--- src/rtl/core/first_fit_heap_allocator_macros.svh ---
// ---------------------------------------------------------------------------
// first_fit_heap_allocator macros
// Assertion helpers shared by the allocator RTL.
// ---------------------------------------------------------------------------
`ifndef FIRST_FIT_HEAP_ALLOCATOR_MACROS_SVH
`define FIRST_FIT_HEAP_ALLOCATOR_MACROS_SVH

// same-cycle implication, disabled in reset
`define FFHA_ASSERT_NOW(lbl, pre, post, msg) \
	lbl: assert property (@(posedge clk) disable iff (!arst_n) (pre) |-> (post)) \
		else $error(msg);

// next-cycle implication, disabled in reset
`define FFHA_ASSERT_NEXT(lbl, pre, post, msg) \
	lbl: assert property (@(posedge clk) disable iff (!arst_n) (pre) |=> (post)) \
		else $error(msg);

`endif

--- src/rtl/core/ffha_pkg.sv ---
// ---------------------------------------------------------------------------
// ffha_pkg
// Shared constants, types and helpers of the first-fit heap allocator.
// ---------------------------------------------------------------------------
package ffha_pkg;

	localparam int FREE_ENTRIES = 64;
	localparam int IDX_W        = $clog2(FREE_ENTRIES);
	localparam int CNT_W        = IDX_W + 1;
	localparam int OFS_W        = 32;
	localparam int NEED_W       = OFS_W + 1;
	localparam int CHUNK_LOG2   = 22;
	localparam int KW           = NEED_W + 1 - CHUNK_LOG2;
	localparam int LIM_W        = 10;
	localparam int HDR_BYTES    = 8;
	localparam int MIN_SPLIT    = 24;
	localparam int LIMIT_RESET  = 256;

	localparam logic [1:0] STAT_OK      = 2'd0;
	localparam logic [1:0] STAT_BAD_ARG = 2'd1;
	localparam logic [1:0] STAT_LIMIT   = 2'd2;
	localparam logic [1:0] STAT_FULL    = 2'd3;

	typedef struct packed {
		logic [NEED_W-1:0] need;
		logic [OFS_W-1:0]  fa;
		logic [NEED_W-1:0] fa_end;
	} ffha_key_t;

	typedef struct packed {
		logic             pull_right;
		logic             pull_left;
		logic [IDX_W-1:0] idx;
	} ffha_op_t;

	typedef struct packed {
		logic fit;
		logic left_adj;
		logic right_adj;
	} ffha_flags_t;

	function automatic logic [IDX_W-1:0] onehot_index(input logic [FREE_ENTRIES-1:0] sel);
		logic [IDX_W-1:0] r;
		r = '0;
		for (int i = 0; i < FREE_ENTRIES; i++) begin
			if (sel[i]) begin
				r = r | IDX_W'(i);
			end
		end
		return r;
	endfunction

endpackage

--- src/rtl/core/ffha_cell.sv ---
// ---------------------------------------------------------------------------
// ffha_cell
// One free-table entry: holds start and length, compares against the
// current key and moves one place towards either neighbour on command.
// ---------------------------------------------------------------------------
module ffha_cell (
	input  logic                         clk,
	input  logic [ffha_pkg::IDX_W-1:0]   my_index,
	input  ffha_pkg::ffha_op_t           op,
	input  ffha_pkg::ffha_key_t          key,
	input  logic [ffha_pkg::OFS_W-1:0]   left_start,
	input  logic [ffha_pkg::OFS_W-1:0]   left_length,
	input  logic [ffha_pkg::OFS_W-1:0]   right_start,
	input  logic [ffha_pkg::OFS_W-1:0]   right_length,
	output logic [ffha_pkg::OFS_W-1:0]   start,
	output logic [ffha_pkg::OFS_W-1:0]   length,
	output ffha_pkg::ffha_flags_t        flags
);
	import ffha_pkg::*;

	logic [OFS_W-1:0] start_q;
	logic [OFS_W-1:0] len_q;
	logic [NEED_W-1:0] end_sum;

	always_ff @(posedge clk) begin
		if (op.pull_left) begin
			start_q <= left_start;
			len_q   <= left_length;
		end else if (op.pull_right && (my_index >= op.idx)) begin
			start_q <= right_start;
			len_q   <= right_length;
		end
	end

	assign end_sum         = {1'b0, start_q} + {1'b0, len_q};
	assign flags.fit       = {1'b0, len_q} >= key.need;
	assign flags.left_adj  = end_sum == {1'b0, key.fa};
	assign flags.right_adj = {1'b0, start_q} == key.fa_end;
	assign start           = start_q;
	assign length          = len_q;

endmodule

--- config.mk ---
export PLATFORM = sky130hd
export DESIGN_NAME = ffha_cell
export DESIGN_NICKNAME = d
export VERILOG_FILES = /design/src/rtl/core/first_fit_heap_allocator_macros.svh /design/src/rtl/core/ffha_pkg.sv /design/src/rtl/core/ffha_cell.sv
export SDC_FILE = /design/constraint.sdc
export NUM_CORES = 1
export LEC_CHECK = 0
export BUFFER_PORTS_ARGS = -buffer_cell sky130_fd_sc_hd__buf_2
export CAP_MARGIN = 0
export CORE_UTILIZATION = 44
export CTS_CLUSTER_DIAMETER = 120
export DETAILED_ROUTE_END_ITERATION = 8
export HOLD_SLACK_MARGIN = 0.15
export MAX_ROUTING_LAYER = met4
export PLACE_DENSITY = 0.88
export SETUP_SLACK_MARGIN = 0.2
export SYNTH_ARGS = -nofsm -noshare
export SYNTH_HDL_FRONTEND = slang
export SYNTH_SLANG_ARGS = --single-unit
--- constraint.sdc ---
create_clock -name clk -period 3.4 [get_ports clk]
set_input_delay 0.68 -clock clk [delete_from_list [all_inputs] [get_ports clk]]
set_output_delay 0.68 -clock clk [all_outputs]
set_load 0.02 [all_outputs]
==> metrics.log, run 1 <==
INFO  metric run_status = finished, violations left
INFO  metric violations = negative setup slack
INFO  metric detailed_route_wire_length = 28100 um
INFO  metric share_of_synthesized_area_occupied_by_flip_flops_and_latches = 29.4%
INFO  metric cts.reportedPaths.clkPinSlew = 60 ps
INFO  metric post_synthesis_instance_total = 673
INFO  metric maxCapViolCount = 0
INFO  metric post_synth_main_area_contributors = sky130_fd_sc_hd__edfxtp_1, sky130_fd_sc_hd__ha_1, sky130_fd_sc_hd__mux2_2
INFO  metric drt_pass1_iterations = 5
INFO  metric path_class_of_the_lowest_slack_min_delay_path = input pin to flip-flop
INFO  metric power_leakage = 4.94 nW
INFO  metric hold_path_depth = 2
INFO  metric report.final.slew_viol_count = 0
INFO  metric setup.worst_path.end_class = output port
INFO  metric syn_area_per_cell = 9.72 sq um
INFO  metric cts_made_buffers = 9
INFO  metric cell_internal_pwr = 2.98 mW
INFO  metric synthArstFlopShare = 0%
INFO  metric synth.ff_latch_count = between 60 and 70
INFO  metric fin_ws = -528 ps
INFO  metric netlist_area = 6540 sq um
INFO  metric detailedPlacementHpwl = 23200 um
INFO  metric gr-total-overflow = 0
INFO  metric cp_max_fo = 3
INFO  metric slew_headroom = 43.7%
INFO  metric finalPower = roughly 5 mW
INFO  metric warning_count_from_the_yosys_run = 0
INFO  metric grt_first_pass_wirelength = 41600 um
INFO  metric power_switching_share = 40.5%
INFO  metric cp_data_arrival_time = 3250 ps
INFO  metric startpoint_type = flip-flop
INFO  metric starting_density_of_the_core = approximately 45%
INFO  metric fmax = around 250 MHz
INFO  metric cp_slowest_cell = sky130_fd_sc_hd__edfxtp_1
INFO  metric critical_path.max_stage_delay = 410 ps
INFO  metric pin_count = 308
INFO  metric setup_repair_after_global_routing_missed_its_margin = yes
INFO  metric grt_pass1_vias = 7762
INFO  metric detailroute.via_count = roughly 7800
INFO  metric layout_min_cycle_time = roughly 4000 ps
INFO  metric net-switching-power = 2.03 mW
INFO  metric synthDistinctLibCells = 73
INFO  metric post-synth-top-area-fraction = 29.4%
INFO  metric setup_total_negative_slack = -528 ps
INFO  metric synth_enable_flop_cells = 64
INFO  metric final_cell_area = 10300 sq um
INFO  metric initial_antenna_violation_count = 3
INFO  metric layout.cells.most_common = sky130_fd_sc_hd__buf_2
INFO  metric report.final.hold_viol_count = 0
INFO  metric synth.net_count = 985
INFO  metric timing.setup.critical_path_class = flip-flop to output port
INFO  metric design.final.nets = 1483
INFO  metric source_of_the_worst_hold_timing_path = left_length[9]
INFO  metric slew_at_the_pin_closest_to_its_max_slew_limit = 845 ps
INFO  metric dpl-instance-area = 9630 sq um
INFO  metric sequentialPowerShare = 21.6%
INFO  metric drt-initial-drc-count = between 700 and 800
INFO  metric drtAntennaViolNets = 0
INFO  metric post-route-drc-count = 0
INFO  metric cts_num_sinks = 64
INFO  metric die_width = roughly 120 um
INFO  metric powerDensity = 486 nW/um^2
INFO  metric tritoncts = done
INFO  metric layout_worst_path_cycle_share = 116%
INFO  metric grt_max_degree = between 60 and 70
INFO  metric share_comb_of_total_power = roughly 60%
INFO  metric ctsRootBufferMaster = sky130_fd_sc_hd__clkbuf_16
INFO  metric routabilityCongestion = 1.01
INFO  metric floorplan.die_area = 15400 sq um
INFO  metric routedWlPerCell = 20.6 um
INFO  metric critPathRequiredTime = 2720 ps
INFO  metric port_buffers = 307
INFO  metric cts-htree-levels = 3
INFO  metric post_cts_hold_buffer_count = 0
INFO  metric clock_power_share = a little under a fifth
INFO  metric final-setup-viol-count = 1
INFO  metric worstPathCellList = ha_1 > o211ai_1 > o211ai_1 > a211o_2 > o211ai_4 > buf_6 > a21oi_1 > nor4b_4 > o22ai_2 > nor3_4 > buf_6
INFO  metric clock_path_buffers = 2
INFO  metric drive_above_1_share = between 50 and 60%
INFO  metric die_height = 124 um
INFO  metric viasPerCell = 5.74
INFO  metric rows = 44
INFO  metric grt_util_all_layers = a little under two fifths
INFO  metric synth_flop_cell = sky130_fd_sc_hd__edfxtp_1
INFO  metric vdd_ir_drop_max = 0.392 mV
INFO  metric terminating_pin_of_the_worst_hold_path = length[9]
INFO  metric post-synth-top-area-cell = sky130_fd_sc_hd__edfxtp_1
INFO  metric area.growth.synth_to_final = 57.9%
INFO  metric mostFrequentLayoutCells = sky130_fd_sc_hd__buf_2, sky130_fd_sc_hd__buf_4, sky130_fd_sc_hd__mux2_2, sky130_fd_sc_hd__ha_1, sky130_fd_sc_hd__edfxtp_1
INFO  metric core_area = 14500 sq um
INFO  metric final_core_utilization = between 70 and 80%
## per-layer routing
metal | vias to the layer above | wire, um | global-route usage, %
met5 | - | 0 | -
met2 | 480 | 13100 | 60.0
li1 | 3600 | - | -
met3 | 81 | 2610 | 5.86
met1 | 3664 | 11000 | 47.4
met4 | 0 | 1410 | 17.7
## synthesized netlist by cell type, types with 4 or more instances
master	instances
sky130_fd_sc_hd__ha_1	70
sky130_fd_sc_hd__mux2_2	65
sky130_fd_sc_hd__edfxtp_1	64
sky130_fd_sc_hd__a21oi_1	44
sky130_fd_sc_hd__inv_1	41
sky130_fd_sc_hd__nand2_1	39
sky130_fd_sc_hd__xnor2_1	37
sky130_fd_sc_hd__xor2_1	34
sky130_fd_sc_hd__nor2_1	32
sky130_fd_sc_hd__o21ai_0	25
sky130_fd_sc_hd__nand4_1	21
sky130_fd_sc_hd__a21o_1	17
sky130_fd_sc_hd__nor3_1	14
sky130_fd_sc_hd__o21a_1	13
sky130_fd_sc_hd__nand3_1	12
sky130_fd_sc_hd__nor4_1	12
sky130_fd_sc_hd__clkbuf_1	9
sky130_fd_sc_hd__o211ai_1	7
sky130_fd_sc_hd__o21ai_1	7
sky130_fd_sc_hd__a211oi_1	5
sky130_fd_sc_hd__o21bai_1	5
sky130_fd_sc_hd__or4_1	5
sky130_fd_sc_hd__a211o_1	4
sky130_fd_sc_hd__a311oi_1	4
sky130_fd_sc_hd__a32o_1	4
sky130_fd_sc_hd__o22ai_1	4
sky130_fd_sc_hd__or3_1	4
## cell type report
type                    count  area, sq um
flip-flops and latches     64         1920
well taps                 184          230
repair buffers            501         3060
clock inverters             7         71.3
multi-input cells         554         4650
diodes                      3         7.51
inverters                  41          154
clock buffers               9          225
fillers                  1058         4210
## worst max-delay path: cells and delay by family (launching register included)
kind / cells / cell delay (ps)
and+or+nand+nor: 2 / 540
AOI/OAI and AO/OA: 6 / 1360
adders and majority gates: 1 / 330
buffers and inverters: 2 / 270
DFF: 1 / 410
## per-stage QoR
stage / instances / setup slack, ps / hold slack (ps)
3_3_place_gp: 1332 / -328 / 981
2_1_floorplan: 673 / -271 / 900
3_5_place_dp: 1332 / -395 / 985
4_1_cts: 1359 / -465 / 639
6_report: 1363 / -528 / 644
5_1_grt: 1363 / -641 / 646
## flip-flops by register name (all words and copies together) (netlist names)
signal and cells:
length 32, start 32
## power by group through the flow
stage | clock network [mW] | logic, mW | registers [mW]
global placement | 0 | 2.69 | 1.08
detailed placement | 0 | 2.73 | 1.09
CTS | 0.924 | 2.91 | 1.08
floorplan | 0 | 1.30 | 1.22
global route | 0.955 | 3.19 | 1.09
finish | 0.924 | 3.01 | 1.08
## worst max path at each step
stage / cells past startpoint / startpoint / slack (ps) / end
global route: 12 / length[0] / -640 / flags[1]
floorplan: 9 / start[0] / -270 / flags[1]
CTS: 10 / length[24] / -460 / flags[1]
detailed placement: 11 / start[0] / -390 / flags[1]
finish: 11 / start[2] / -530 / flags[1]
global placement: 11 / start[0] / -330 / flags[1]
## cells by family after synthesis
kind of cell | share of synthesized area (%)
compound gates | 19.3
xor+xnor | 9.51
fa+ha+maj | 13.7
buf+inv | 3.48
flops | 29.4
mux | 11.8
simple gates | 12.8
## timing repair
item                       in CTS  in global routing
gates resized for setup        50                 13
setup endpoints to repair       3                  3
setup buffers                  11                  1
pin swaps                      25                  9
(Power assumes the default switching activity.)
==> run 2: changes to the inputs <==
--- a/config.mk
+++ b/config.mk
@@ -15,2 +15,3 @@
 export PLACE_DENSITY = 0.88
+export RECOVER_POWER = 100
 export SETUP_SLACK_MARGIN = 0.2
==> constraint.sdc (replaced) <==
create_clock -name clk -period 3.4 [get_ports clk]
set_input_delay 0.51 -clock clk [delete_from_list [all_inputs] [get_ports clk]]
set_output_delay 0.51 -clock clk [all_outputs]
set_load 0.02 [all_outputs]
==> metrics.log, run 2 (synthesized netlist as in run 1, its figures left out) <==
INFO  metric drt-initial-drc-count = 811 (+9.0%)
INFO  metric setup_total_negative_slack = -375 ps (+152 ps)
INFO  metric viasPerCell = 5.84 (+1.8%)
INFO  metric initial_antenna_violation_count = 2 (-1)
INFO  metric power_leakage = 4.38 nW (-11%)
INFO  metric gr-total-overflow = 0 (unchanged)
INFO  metric detailed_route_wire_length = 27400 um (-2.8%)
INFO  metric design.final.nets = 1415 (-4.6%)
INFO  metric nFillCells = 1206 (+14%)
INFO  metric vdd_ir_drop_max = 0.348 mV (-11%)
INFO  metric cts_made_buffers = 9 (unchanged)
INFO  metric critical_path.startpoint = start[2]
INFO  metric die_height = 124 um (unchanged)
INFO  metric cts-htree-levels = 3 (unchanged)
INFO  metric cts_num_sinks = 64 (unchanged)
INFO  metric path_class_of_the_lowest_slack_min_delay_path = input pin to flip-flop
INFO  metric layout_min_cycle_time = 3780 ps (-152 ps)
INFO  metric final-setup-viol-count = 1 (unchanged)
INFO  metric maxCapViolCount = 0 (unchanged)
INFO  metric floorplan.die_area = 15400 sq um (unchanged)
INFO  metric ctsRootBufferMaster = sky130_fd_sc_hd__clkbuf_16
INFO  metric critical_path.max_stage_delay = 420 ps (about the same)
INFO  metric setup.worst_path.end_class = output port
INFO  metric dpl-instance-area = 9150 sq um (-5.0%)
INFO  metric worstPathCellList = ha_1 > o211ai_1 > o211ai_1 > a211o_2 > xnor2_1 > a2111oi_2 > o2111a_1 > nand4_1 > nor3_4 > buf_6
INFO  metric grt_first_pass_wirelength = 39400 um (-5.1%)
INFO  metric mostFrequentLayoutCells = sky130_fd_sc_hd__buf_2, sky130_fd_sc_hd__buf_4, sky130_fd_sc_hd__ha_1, sky130_fd_sc_hd__edfxtp_1, sky130_fd_sc_hd__clkbuf_1
INFO  metric fmax = 265 MHz (+4.0%)
INFO  metric global_route.usage.met2 = 57.0% (-3.0 points)
INFO  metric final_core_utilization = 65.5% (-5.6 points)
INFO  metric grt_pass1_vias = 7312 (-5.8%)
INFO  metric seqCellArea = 1920 sq um (unchanged)
INFO  metric drtAntennaViolNets = 0 (unchanged)
INFO  metric cp_max_fo = 3 (unchanged)
INFO  metric post-route-drc-count = 0 (unchanged)
INFO  metric pin_count = 308 (unchanged)
INFO  metric routedWlPerCell = 21.1 um (+2.4%)
INFO  metric cts.reportedPaths.clkPinSlew = 60 ps (about the same)
INFO  metric tritoncts = done
INFO  metric violations = negative setup slack
INFO  metric finalPower = 4.78 mW (-4.7%)
INFO  metric cp_common_cell = sky130_fd_sc_hd__o211ai_1
INFO  metric starting_density_of_the_core = 45.0% (unchanged)
INFO  metric place_inst = 1271 (-4.6%)
INFO  metric detailedPlacementHpwl = 22800 um (-1.9%)
INFO  metric timing.setup.critical_path_class = flip-flop to output port
INFO  metric global_route.usage.met1 = 46.9% (-0.49 points)
INFO  metric cp_slowest_cell = sky130_fd_sc_hd__edfxtp_1
INFO  metric grt_util_all_layers = 36.2% (-1.6 points)
INFO  metric routabilityCongestion = 1.04 (+3.0%)
INFO  metric die_width = 124 um (unchanged)
INFO  metric rows = 44 (unchanged)
INFO  metric cp_data_arrival_time = 3270 ps (+20 ps)
INFO  metric drive_above_1_share = 42.0% (-12 points)
INFO  metric clock_path_buffers = 2 (unchanged)
INFO  metric report.final.slew_viol_count = 0 (unchanged)
INFO  metric area.growth.synth_to_final = 45.5%
INFO  metric report.final.hold_viol_count = 0 (unchanged)
INFO  metric core_area = 14500 sq um (unchanged)
INFO  metric setup_repair_after_global_routing_missed_its_margin = yes
INFO  metric fin_ws = -375 ps (+152 ps)
INFO  metric grt.met3_usage = 5.31% (-0.55 points)
INFO  metric layout.cells.non_filler = 1294 (-5.1%)
INFO  metric multi_input_comb_area = 4510 sq um (-3.1%)
INFO  metric drt_pass1_iterations = 6 (+1)
INFO  metric run_status = finished, violations left
INFO  metric global_route.peak_usage_layer = met2
INFO  metric layout.cells.most_common = sky130_fd_sc_hd__buf_2
INFO  metric powerDensity = 503 nW/um^2 (+3.5%)
INFO  metric port_buffers = 307 (unchanged)
INFO  metric layout_worst_path_cycle_share = 111% (-4.5 points)
INFO  metric final_cell_area = 9510 sq um (-7.9%)
INFO  metric source_of_the_worst_hold_timing_path = right_start[9]
INFO  metric slew_at_the_pin_closest_to_its_max_slew_limit = 1230 ps (+389 ps)
INFO  metric startpoint_type = flip-flop
INFO  metric slew_headroom = 17.7% (-26 points)
INFO  metric detailroute.via_count = 7562 (-3.4%)
INFO  metric critPathRequiredTime = 2890 ps (+170 ps)
INFO  metric grt_max_degree = 44 (-32%)
run 2: changes by cell type in the layout (fill, tap and decap cells not counted), moves of 3 or more:
cell / previous run / this run
sky130_fd_sc_hd__buf_4: 184 / 102
sky130_fd_sc_hd__clkbuf_1: 0 / 63
sky130_fd_sc_hd__buf_2: 305 / 262
sky130_fd_sc_hd__mux2_1: 0 / 18
sky130_fd_sc_hd__mux2_2: 66 / 48
sky130_fd_sc_hd__buf_6: 10 / 1
sky130_fd_sc_hd__a21oi_1: 38 / 42
sky130_fd_sc_hd__a21oi_2: 9 / 5
sky130_fd_sc_hd__clkbuf_4: 0 / 4
sky130_fd_sc_hd__ha_4: 3 / 0
sky130_fd_sc_hd__nor4_1: 8 / 11
sky130_fd_sc_hd__o21ai_0: 18 / 21
run 2: per-layer routing:
metal / share of wire (%) / up-vias
met5: 0 / -
met1: 40 / 3544
met2: 46 / 470
li1: - / 3465
met3: 9.4 / 83
met4: 4.3 / 0
run 2: cell type report:
| type | instances | area share (%) |
|---|---|---|
| Antenna cell | 2 | 0.0526 |
| Inverter | 41 | 1.62 |
| Tap cell | 184 | 2.42 |
| Clock inverter | 7 | 1.16 |
| Clock buffer | 9 | 2.37 |
| Multi-Input combinational cell | 554 | 47.4 |
| Sequential cell | 64 | 20.2 |
| Timing Repair Buffer | 433 | 24.8 |
run 2: power by group:
part / switching [mW] / internal, mW
logic: 1.49 / 1.14
registers: 0.0878 / 0.998
clock network: 0.357 / 0.710
run 2: worst paths after layout:
path | to | depth (start not counted)
worst min-delay path | start[9] | 2
worst max-delay path | flags[1] | 10
run 2: critical path, delay by kind of cell, from the launching register on:
family / cells / cell delay [ps]
flip-flops: 1 / 420
AO/OA/AOI/OAI: 5 / 1480
adder cells (fa/ha/maj): 1 / 360
AND/OR/NAND/NOR: 2 / 380
buffers and inverters: 1 / 140
XOR/XNOR: 1 / 150
run 2: what timing repair did:
item	CTS	global route
hold buffers	0	0
pin swaps	8	5
endpoints found under the setup margin	3	3
buffers inserted	4	1
resized for setup	24	7
run 2: per-stage QoR:
| stage | setup WS (ps) | hold WS, ps |
|---|---|---|
| after global routing | -558 | 477 |
| after detailed placement | -175 | 815 |
| after CTS | -311 | 467 |
| final | -375 | 475 |
| after floorplan | -101 | 730 |
| after global placement | -149 | 814 |
